### config.mk
export PLATFORM = sky130hd
export DESIGN_NAME = lru_key_value_cache_unit
export DESIGN_NICKNAME = d
export VERILOG_FILES = /design/src/hw/rtl/lkvc_pkg.sv /design/src/hw/rtl/lkvc_ctrl.sv /design/src/hw/rtl/lkvc_dpath.sv /design/src/hw/rtl/lru_key_value_cache_unit.sv
export SDC_FILE = /design/constraint.sdc
export NUM_CORES = 1
export LEC_CHECK = 0
export BUFFER_PORTS_ARGS = -buffer_cell sky130_fd_sc_hd__buf_2
export CORE_AREA = 10 10 320 322
export CTS_CLUSTER_SIZE = 30
export DETAILED_ROUTE_END_ITERATION = 12
export DIE_AREA = 0 0 330 332
export GPL_TIMING_DRIVEN = 0
export PLACE_DENSITY = 0.83
export SKIP_LAST_GASP = 1
export SYNTH_ARGS = -nofsm -noshare
export SYNTH_HDL_FRONTEND = slang
export SYNTH_SLANG_ARGS = --single-unit
### constraint.sdc
create_clock -name clk -period 5.65 [get_ports clk]
set_input_delay 0.8475 -clock clk [delete_from_list [all_inputs] [get_ports clk]]
set_output_delay 0.8475 -clock clk [all_outputs]
set_load 0.05 [all_outputs]
### src/hw/rtl/lkvc_pkg.sv
`timescale 1ns / 1ps
package lkvc_pkg;

  localparam int ENTRIES_DEFAULT = 16;
  localparam int DATA_W          = 32;
  localparam int CAP_W           = 5;

  localparam logic [CAP_W-1:0]         CAP_RESET  = 5'd16;
  localparam logic                     OP_GET     = 1'b0;
  localparam logic                     OP_SET     = 1'b1;
  localparam logic signed [DATA_W-1:0] MISS_VALUE = -32'sd1;
  localparam logic signed [DATA_W-1:0] SET_VALUE  = 32'sd0;

  typedef struct packed {
    logic                     opcode;
    logic signed [DATA_W-1:0] key;
    logic signed [DATA_W-1:0] value;
  } req_t;

  typedef struct packed {
    logic                     hit;
    logic signed [DATA_W-1:0] read_value;
  } rsp_t;

  // Controller to datapath.
  typedef struct packed {
    logic capture;
    logic lookup;
    logic promote;
    logic wr_key;
    logic wr_val;
    logic set_valid;
    logic result_valid;
  } ctl_cmd_t;

  // Datapath to controller.
  typedef struct packed {
    logic is_set;
    logic hit;
    logic evict;
  } dp_stat_t;

endpackage

### src/hw/rtl/lkvc_ctrl.sv
`timescale 1ns / 1ps
module lkvc_ctrl
  import lkvc_pkg::*;
(
  input  logic     clk,
  input  logic     rst,
  input  logic     start,
  input  dp_stat_t stat,
  output ctl_cmd_t cmd,
  output logic     busy
);

  typedef enum logic [2:0] {
    S_IDLE   = 3'b001,
    S_LOOKUP = 3'b010,
    S_COMMIT = 3'b100
  } state_t;

  state_t state;
  state_t state_next;

  always_ff @(posedge clk) begin
    if (rst) begin
      state <= S_IDLE;
    end else begin
      state <= state_next;
    end
  end

  always_comb begin
    state_next = state;
    cmd        = '0;
    case (state)
      S_IDLE: begin
        if (start) begin
          cmd.capture = 1'b1;
          state_next  = S_LOOKUP;
        end
      end
      S_LOOKUP: begin
        cmd.lookup = 1'b1;
        state_next = S_COMMIT;
      end
      S_COMMIT: begin
        // get miss leaves the ages alone; everything else promotes its slot
        cmd.promote      = stat.hit || stat.is_set;
        cmd.wr_val       = stat.is_set;
        cmd.wr_key       = stat.is_set && !stat.hit;
        cmd.set_valid    = stat.is_set && !stat.hit && !stat.evict;
        cmd.result_valid = 1'b1;
        state_next       = S_IDLE;
      end
      default: begin
        state_next = S_IDLE;
      end
    endcase
  end

  assign busy = (state != S_IDLE);

endmodule

### src/hw/rtl/lkvc_dpath.sv
`timescale 1ns / 1ps
module lkvc_dpath
  import lkvc_pkg::*;
#(
  parameter int ENTRIES = ENTRIES_DEFAULT
) (
  input  logic             clk,
  input  logic             rst,
  input  logic             capacity_we,
  input  logic [CAP_W-1:0] capacity_wdata,
  input  req_t             request,
  input  ctl_cmd_t         cmd,
  output dp_stat_t         stat,
  output rsp_t             result,
  output logic             done
);

  localparam int IW   = (ENTRIES > 1) ? $clog2(ENTRIES) : 1;
  localparam int CW   = $clog2(ENTRIES + 1);
  localparam int CMPW = (CW > CAP_W) ? CW : CAP_W;

  req_t                     req_q;
  logic [CAP_W-1:0]         capacity;
  logic signed [DATA_W-1:0] keys [ENTRIES];
  logic signed [DATA_W-1:0] vals [ENTRIES];
  logic [IW-1:0]            rank [ENTRIES];
  logic [ENTRIES-1:0]       valid;
  logic [CW-1:0]            occ;
  logic [IW-1:0]            slot;
  logic [CW-1:0]            srank;
  logic                     hit_q;
  logic                     evict_q;
  logic signed [DATA_W-1:0] rd_data;

  logic [ENTRIES-1:0] match;
  logic [ENTRIES-1:0] victim;
  logic [IW-1:0]      match_idx;
  logic [IW-1:0]      victim_idx;
  logic [IW-1:0]      match_rank;
  logic               any_hit;
  logic               evict_need;
  logic [CW-1:0]      occ_m1;
  logic [CMPW-1:0]    cap_ext;
  logic [CMPW-1:0]    eff_cap;
  logic [IW-1:0]      slot_next;
  logic [CW-1:0]      srank_next;

  always_ff @(posedge clk) begin
    if (rst) begin
      capacity <= CAP_RESET;
    end else if (capacity_we) begin
      capacity <= capacity_wdata;
    end
  end

  always_ff @(posedge clk) begin
    if (cmd.capture) begin
      req_q <= request;
    end
  end

  // Parallel key compare; valid entries occupy slots 0..occ-1 and their
  // ranks form a permutation of 0..occ-1, so the victim is rank occ-1.
  assign occ_m1 = occ - CW'(1);

  always_comb begin
    match_idx  = '0;
    victim_idx = '0;
    match_rank = '0;
    for (int i = 0; i < ENTRIES; i++) begin
      match[i]  = valid[i] && (keys[i] == req_q.key);
      victim[i] = valid[i] && (CW'(rank[i]) == occ_m1);
      if (match[i]) begin
        match_idx  = match_idx | IW'(i);
        match_rank = match_rank | rank[i];
      end
      if (victim[i]) begin
        victim_idx = victim_idx | IW'(i);
      end
    end
  end

  assign any_hit = |match;
  assign cap_ext = CMPW'(capacity);

  always_comb begin
    if (cap_ext == '0) begin
      eff_cap = CMPW'(1);
    end else if (cap_ext > CMPW'(ENTRIES)) begin
      eff_cap = CMPW'(ENTRIES);
    end else begin
      eff_cap = cap_ext;
    end
  end

  assign evict_need = (req_q.opcode == OP_SET) && !any_hit && (CMPW'(occ) >= eff_cap);

  always_comb begin
    if (any_hit) begin
      slot_next  = match_idx;
      srank_next = CW'(match_rank);
    end else if (evict_need) begin
      slot_next  = victim_idx;
      srank_next = occ_m1;
    end else begin
      slot_next  = occ[IW-1:0];
      srank_next = occ;
    end
  end

  always_ff @(posedge clk) begin
    if (cmd.lookup) begin
      slot    <= slot_next;
      srank   <= srank_next;
      hit_q   <= any_hit;
      evict_q <= evict_need;
    end
  end

  // Value store: one write port, one registered read port.
  always_ff @(posedge clk) begin
    if (cmd.wr_val) begin
      vals[slot] <= req_q.value;
    end
    if (cmd.lookup) begin
      rd_data <= vals[slot_next];
    end
  end

  always_ff @(posedge clk) begin
    if (cmd.wr_key) begin
      keys[slot] <= req_q.key;
    end
  end

  always_ff @(posedge clk) begin
    if (rst) begin
      valid <= '0;
      occ   <= '0;
      for (int i = 0; i < ENTRIES; i++) begin
        rank[i] <= '0;
      end
    end else begin
      if (cmd.promote) begin
        for (int i = 0; i < ENTRIES; i++) begin
          if (IW'(i) == slot) begin
            rank[i] <= '0;
          end else if (valid[i] && (CW'(rank[i]) < srank)) begin
            rank[i] <= rank[i] + IW'(1);
          end
        end
      end
      if (cmd.set_valid) begin
        valid[slot] <= 1'b1;
        occ         <= occ + CW'(1);
      end
    end
  end

  always_ff @(posedge clk) begin
    if (rst) begin
      done <= 1'b0;
    end else begin
      done <= cmd.result_valid;
    end
  end

  always_ff @(posedge clk) begin
    if (cmd.result_valid) begin
      result.hit <= hit_q;
      if (req_q.opcode == OP_SET) begin
        result.read_value <= SET_VALUE;
      end else if (hit_q) begin
        result.read_value <= rd_data;
      end else begin
        result.read_value <= MISS_VALUE;
      end
    end
  end

  assign stat.is_set = (req_q.opcode == OP_SET);
  assign stat.hit    = hit_q;
  assign stat.evict  = evict_q;

endmodule

### src/hw/rtl/lru_key_value_cache_unit.sv
`timescale 1ns / 1ps
// Channel      Ports                          Beat taken when
// request      start, busy, request           start high and busy low
// result       done, result                   done high (one cycle, no stall)
// capacity     capacity_we, capacity_wdata    capacity_we high
//
// Sequence: a request beat passes through capture, parallel lookup with
//   registered value read, and commit before its result; busy is high for
//   lookup and commit, so the next request waits until the block is idle.
//   The value store's single registered read port sets the lookup stage.
// Reset: synchronous rst clears valid marks, ages, occupancy and the FSM;
//   capacity returns to 16. No clearing pass is needed.
// Stalls: the result side cannot stall; done pulses for exactly one cycle
//   and a new request may be taken in that same cycle.
module lru_key_value_cache_unit
  import lkvc_pkg::*;
#(
  parameter int ENTRIES = ENTRIES_DEFAULT
) (
  input  logic             clk,
  input  logic             rst,
  input  logic             start,
  output logic             busy,
  input  req_t             request,
  output logic             done,
  output rsp_t             result,
  input  logic             capacity_we,
  input  logic [CAP_W-1:0] capacity_wdata
);

  // Controller drives commands per phase; datapath reports the lookup
  // outcome (hit, eviction needed, operation kind) back for the commit.
  ctl_cmd_t cmd;
  dp_stat_t stat;

  lkvc_ctrl u_ctrl (
    .clk   (clk),
    .rst   (rst),
    .start (start),
    .stat  (stat),
    .cmd   (cmd),
    .busy  (busy)
  );

  // Datapath: key lanes with per-lane compare, age ranks, valid marks,
  // occupancy, capacity register and the value store.
  lkvc_dpath #(
    .ENTRIES (ENTRIES)
  ) u_dpath (
    .clk            (clk),
    .rst            (rst),
    .capacity_we    (capacity_we),
    .capacity_wdata (capacity_wdata),
    .request        (request),
    .cmd            (cmd),
    .stat           (stat),
    .result         (result),
    .done           (done)
  );

endmodule

* After elaboration in Yosys (flattened, before gate mapping)
Memory sizes are Yosys's and may differ from the RTL's. A register that Yosys moved wholly into a read port is not among the register bits. Index checks and enable logic that the tools add are counted.
Operators by class: $add $sub $neg 18, $lt $le $gt $ge 20, equality and inequality tests 51, multiplexer cells 243, bitwise operators 48, reduce and logical (&&, ||, !) cells 59
Operators by type and width (number):
- $eq 32x32->1 | 16
- $mux 4 | 67
- $mux 1 | 156
- $lt 4x5->1 | 16
- $eq 4x5->1 | 15
- $add 4x1->4 const B | 16
- $or 4x4->4 | 15
- $logic_and 1x1->1 | 52
- $eq 4x4->1 const A | 8
- $mux 32 | 1
- $or 1x1->1 | 32
- $mux 3 | 9
- $mux 5 | 4
- $eq 3x4->1 const A | 4
- $or 16x16->16 | 1
- $reduce_or 16->1 | 1
- $eq 2x4->1 const A | 2
- $mux 2 | 4
- $pmux 3 s2 | 1
- $add 5x1->5 const B | 1
- $ge 5x5->1 | 1
- $gt 5x5->1 const B | 1
- $logic_not 5->1 | 1
- $lt 4x5->1 const B | 1
- other kinds (12) | 14
Storage, ports and cells: register bits after elaboration 139, RAM bits 1088, input bits 74, output and inout port bits 35, memories kept 3
Memory list:
- u_dpath.keys | depth 16, bits a word 32, rd ports 16, clocked after Yosys merged registers in 0, write ports 1, line lkvc_dpath.sv:24 | logic signed [DATA_W-1:0] keys [ENTRIES];
- u_dpath.vals | depth 16, bits a word 32, rd ports 1, clocked after Yosys merged registers in 1, write ports 1, line lkvc_dpath.sv:25 | logic signed [DATA_W-1:0] vals [ENTRIES];
- u_dpath.rank | depth 16, bits a word 4, rd ports 16, clocked after Yosys merged registers in 0, write ports 16, line lkvc_dpath.sv:26 | logic [IW-1:0] rank [ENTRIES];

* Logic depth before layout (Yosys ltp)
An unclocked memory read counts as a cell.
depth after elaboration 35, depth in mapped cells 19

* Modules after synthesis
A second synthesis with hierarchy kept.
Second synthesis, totals: cell total of the unflattened synthesis 3834, area total of the unflattened synthesis 56135.1 µm²
Modules (own cells, without submodules):
- lkvc_dpath | times used 1, cells an instance 3816, area an instance 55951.2 µm², seq. area each 37445.9 µm²
- lkvc_ctrl | times used 1, cells an instance 18, area an instance 183.9 µm², seq. area each 60.1 µm²

* Worst setup path after synthesis
OpenSTA, ideal clock, no wires.
path kind register to register, start register u_ctrl.state[2], end memory u_dpath.keys[10][0] (enable), library setup time 0.421 ns, arrival time 5.709 ns, data required time 5.229 ns, path slack -0.480 ns, stages on the path, launching flop included 7, path buffers 2, cell sequence dfxtp_1 nor3b_1 nand2_1 or2_2 clkbuf_1 clkbuf_1 nor2_1
On the way: longest elaborated chain between the ends 4
RTL lines:
- from (decl) | line lkvc_ctrl.sv:19 | state_t state;
- from (signal assigned) | line lkvc_ctrl.sv:26 | state <= state_next;
- $eq 3x3->1 | line lkvc_ctrl.sv:33 | case (state)
- $mux 5 | line lkvc_ctrl.sv:33
- $mux 1 | line lkvc_dpath.sv:131 | if (cmd.wr_key) begin
- $mux 1 (implied by the code) | line lkvc_dpath.sv:132 | keys[slot] <= req_q.key;
- to (decl) | line lkvc_dpath.sv:24
No other way between the ends.

* Final worst setup path
start register u_dpath.req_q[54] (netlist bit), end register u_dpath.rd_data[10], read port of u_dpath.vals (data pin)
On the way: longest elaborated chain between the ends 18
RTL lines:
- from (decl) | line lkvc_dpath.sv:22 | req_t req_q;
- from (signal assigned) | line lkvc_dpath.sv:58 | req_q <= request;
- $eq 32x32->1 | line lkvc_dpath.sv:71 | match[i] = valid[i] && (keys[i] == req_q.key);
- $logic_and 1x1->1 | line lkvc_dpath.sv:71
- $mux 1 | line lkvc_dpath.sv:73 | if (match[i]) begin
- $mux 2 (2 in a row) | line lkvc_dpath.sv:73
- $mux 3 (4 in a row) | line lkvc_dpath.sv:73
- $mux 4 (8 in a row) | line lkvc_dpath.sv:73
- $mux 4 (*) | line lkvc_dpath.sv:99 | if (any_hit) begin
- to (decl) | line lkvc_dpath.sv:33 | logic signed [DATA_W-1:0] rd_data;
Mark *: on every way between the ends. The rest lies on a longest branch, timed or not. A chain may end at the register's enable or synchronous reset.

==> run_results.csv <==
group,metric,value,unit
synthesis,synthArstFlopShare,0,%
route,drt-initial-drc-count,6341,
setup_path,reg2reg_from,"u_dpath.req_q[54]",
pwr,power_frac_comb,6.8,%
die,dieHeight,332,um
synthesis,post_synth.cell_area_avg,15.5,um^2
clocking,clk_pin_slew,0.07,ns
timing,finalSetupTns,0,ns
layout,nets,3962,
pwr,p_leak,0.0204,uW
synthesis,yosysTopAreaCell,"edfxtp_1",
pwr,clkPwrFrac,40.7,%
setup_path,crit_buf_inv,4,
layout,syn_to_final_growth,13.9,%
clocking,cts.sinks,1259,
placed_design,placement.io_buffers,106,
setup_path,reg2regPathDepth,14,
synthesis,yosysWarnings,0,
synthesis,synthFlopType,"edfxtp_1",
route,drt-pass1-iter-count,7,
pwr,powerDensity,322,nW/um^2
timing,post-route-period-util,99.2,%
synthesis,synth_nets,3646,
synthesis,ys_ff_latch,1259,
die,rows,114,
layout,final_layout_size_suffix_gt1_share,14.4,%
pwr,p_sw_share,23.1,%
synthesis,synth_edf_count,1229,
timing,period_needed,5.60,ns
pwr,power.switching,4610,uW
die,core,96000,um^2
clocking,cts_max_path_buffers,3,
setup_path,cp_common_cell,"buf_2",
setup_path,cp_top_family,"simple AND/OR/NAND/NOR gates",
synthesis,yosysTopAreaCellShare,67.9,%
route,totalWireLength,169,mm
setup_path,end_kind,"flip-flop",
timing,setup_viol,0,
clocking,cts_tree,"built",
flow_run,cap_violations,1,
worst_hold_path,hold_path.class,"primary input to flip-flop",
grt,overflow,0,
route,num_vias,35300,
placed_design,place_hpwl,102,mm
synthesis,syn_area,54400,um^2
route,ant_nets,0,
setup_path,crit_type,"flip-flop to flip-flop",
die,die_x,330,um
timing,worst_slack,0.0475,ns
grt,grt_util_all_layers,29.9,%
die,dieArea,110000,um^2
route,wl_per_cell,32.5,um
route,via_per_inst,6.79,
grt,antenna_found_initial,18,
timing,worst-slew-pin-transition,1.47,ns
clocking,cts_buffers,119,
timing,rsz0062_at_grt,"false",
synthesis,yosysUniqueCellTypes,64,
clocking,cts_hold_buf,0,
timing,skew,0.0641,ns
placed_design,dp_slack,-0.609,ns
outcome,violations,"max-capacitance violations",
setup_path,path_depth,14,
clocking,clock-root-buffer,"clkbuf_16",
timing,hold_viol,0,
outcome,status,"finished, violations left",
setup_path,path_cells,"buf_2 > buf_4 > xor2_1 > nor4_1 > and3_1 > nand3_1 > nand4_1 > nor4_4 > mux2i_4 > buf_2 > buf_2 > mux2i_1 > a22oi_1 > and4_1",
clocking,clkLatencyLatePin,0.73,ns
pwr,internal-power,15300,uW
pwr,ir_worst_vdd,0.328,mV
synthesis,yosysSeqAreaShare,69.0,%
synthesis,synthTopCellsByArea,"edfxtp_1 68%, xor2_1 6.5%, mux2i_1 4.8%",
timing,final-max-slew-violation-count,0,
timing,slew_headroom,1.26,%
grt,grt_pass1_wl,237,mm
setup_path,rrSetupSlack,0.05,ns
setup_path,cp_max_fo,10,
clocking,htreeDepth,3,
pwr,pwr-share-seq,52.5,%
timing,fmax,178,MHz
placed_design,gp_congestion,0.974,
die,ios,109,
grt,grt_pass1_vias,34400,
route,drcViolationCount,0,
timing,timing.hold.ws,0.285,ns
setup_path,rr_endpoint,"u_dpath.rd_data[10]",
die,initial_core_util,56.6,%
synthesis,syn_inst,3501,
setup_path,crit_start,"u_dpath.req_q[54]",
setup_path,crit_arrival,6.06,ns
setup_path,slowest_stage,"nor4_4",
grt,grt_max_degree,33,
setup_path,worstPathRequired,6.10,ns
setup_path,critPathMaxStageDelay,0.80,ns
setup_path,cp-start-kind,"flip-flop",
setup_path,endpoint,"u_dpath.rd_data[10]",
layout,post-route-util,64.5,%
final cells by class:
cell class	count	area, um^2
inverter	64	240
clock buffer	148	3130
timing repair buffer	195	1680
fill	6230	34100
clock inverter	74	774
tap	1276	1600
antenna	10	25.0
multi-input combinational	2020	16000
buffer	158	1000
sequential	1259	37500
cell families after synthesis:
kind of cell / count (synthesis) / share of synthesized area (%)
AOI/OAI and AO/OA: 320 / 4.17
xor gates and xnor gates: 618 / 10.2
buffers and inverters: 222 / 2.29
DFF: 1259 / 69.0
adders and majority gates: 71 / 1.63
and+or+nand+nor: 750 / 7.89
muxes: 261 / 4.83
cell usage in the layout, fill, tap and decap left out, drive strengths merged, types with 11 or more instances in the layout:
cell type,count
a21o,34
a21oi,88
a22oi,140
and4,33
buf,326
bufinv,14
clkbuf,175
clkinv,52
dfxtp,30
edfxtp,1229
ha,71
inv,68
mux2i,261
nand2,73
nand2b,31
nand3,69
nand4,86
nand4b,15
nor2,150
nor3,43
nor3b,11
nor4,166
nor4b,13
o2111ai,19
or4,23
xnor2,206
xor2,404
per-layer routing:
metal / share of wire [%] / vias up / GRT usage [%]
met5: 0.048 / - / 0
met4: 6.3 / 8 / 16.6
met3: 16 / 683 / 10.8
met2: 44 / 3256 / 44.0
met1: 34 / 17300 / 38.3
li1: - / 14100 / -
synth_stat cells (2+ instances only):
master and instances:
and4_1 33, and2_1 4, a21o_1 34, or3b_2 2, nand2_1 73, o21a_1 3, xnor3_1 8, a22oi_1 140
nand3_1 69, buf_2 60, nand2b_1 31, buf_4 44, or4_1 23, edfxtp_1 1229, mux2i_1 260, nor3b_1 6
a21oi_1 87, or3_1 5, nor2_1 150, and3_1 10, or3b_1 2, nand4_1 86, nor3_4 3, a22o_1 10
a2111o_1 2, nand4b_1 15, nor4b_1 13, nor3b_2 4, o2111ai_1 18, xnor2_1 204, buf_1 5, nor4_1 165
clkbuf_1 26, xor2_1 404, buf_6 22, inv_1 62, or2_2 6, nor2b_1 5, dfxtp_1 30, nor3_1 40
xnor2_2 2, a221oi_1 10, o21ai_0 5, ha_1 71
through the flow:
stage	instances	area, um^2	power (uW)
after floorplan	3501	54400	11300
after global placement	4883	56500	11800
after detailed placement	4918	57400	11800
after CTS	5186	61800	19800
after global routing	5197	61900	20300
final	5204	61900	19900
worst register-to-register path: stages, from the launching register on:
cell      delay [ns]
edfxtp_1        0.52
buf_2           0.48
buf_4           0.50
xor2_1          0.29
nor4_1          0.10
and3_1          0.19
nand3_1         0.25
nand4_1         0.34
nor4_4          0.80
mux2i_4         0.48
buf_2           0.32
buf_2           0.43
mux2i_1         0.32
a22oi_1         0.09
and4_1          0.23
registers in the layout, summed over array words and instances, names as in the netlist, 16 cells and up:
| signal | cells |
|---|---|
| u_dpath.keys | 512 |
| u_dpath.vals | 512 |
| u_dpath.rank | 64 |
| u_dpath.req_q | 64 |
| u_dpath.result | 33 |
| u_dpath.rd_data | 32 |
| u_dpath.valid | 16 |
worst min-delay path by stage:
stage	from	endpoint	slack (ns)	cells after the start
floorplan	u_dpath.hit_q	u_dpath.result[32]	0.42	0
global placement	u_dpath.hit_q	u_dpath.result[32]	0.45	0
detailed placement	u_dpath.hit_q	u_dpath.result[32]	0.44	0
CTS	request[58]	u_dpath.req_q[58]	0.28	1
global route	request[52]	u_dpath.req_q[52]	0.29	1
finish	request[33]	u_dpath.req_q[33]	0.28	1
power groups by stage:
stage / Clock (uW) / Sequential [uW] / Combinational [uW]
2_1_floorplan: 0 / 10600 / 673
3_3_place_gp: 0 / 10800 / 1010
3_5_place_dp: 0 / 10800 / 1040
4_1_cts: 8060 / 10500 / 1260
5_1_grt: 8430 / 10500 / 1360
6_report: 8110 / 10500 / 1360
what timing repair did:
item,4_1_cts,5_1_grt
resized for setup,5,3
endpoints found under the setup margin,32,32
pin swaps,0,1
setup buffers,46,8
No activity file was read; power rests on OpenSTA's default activity.
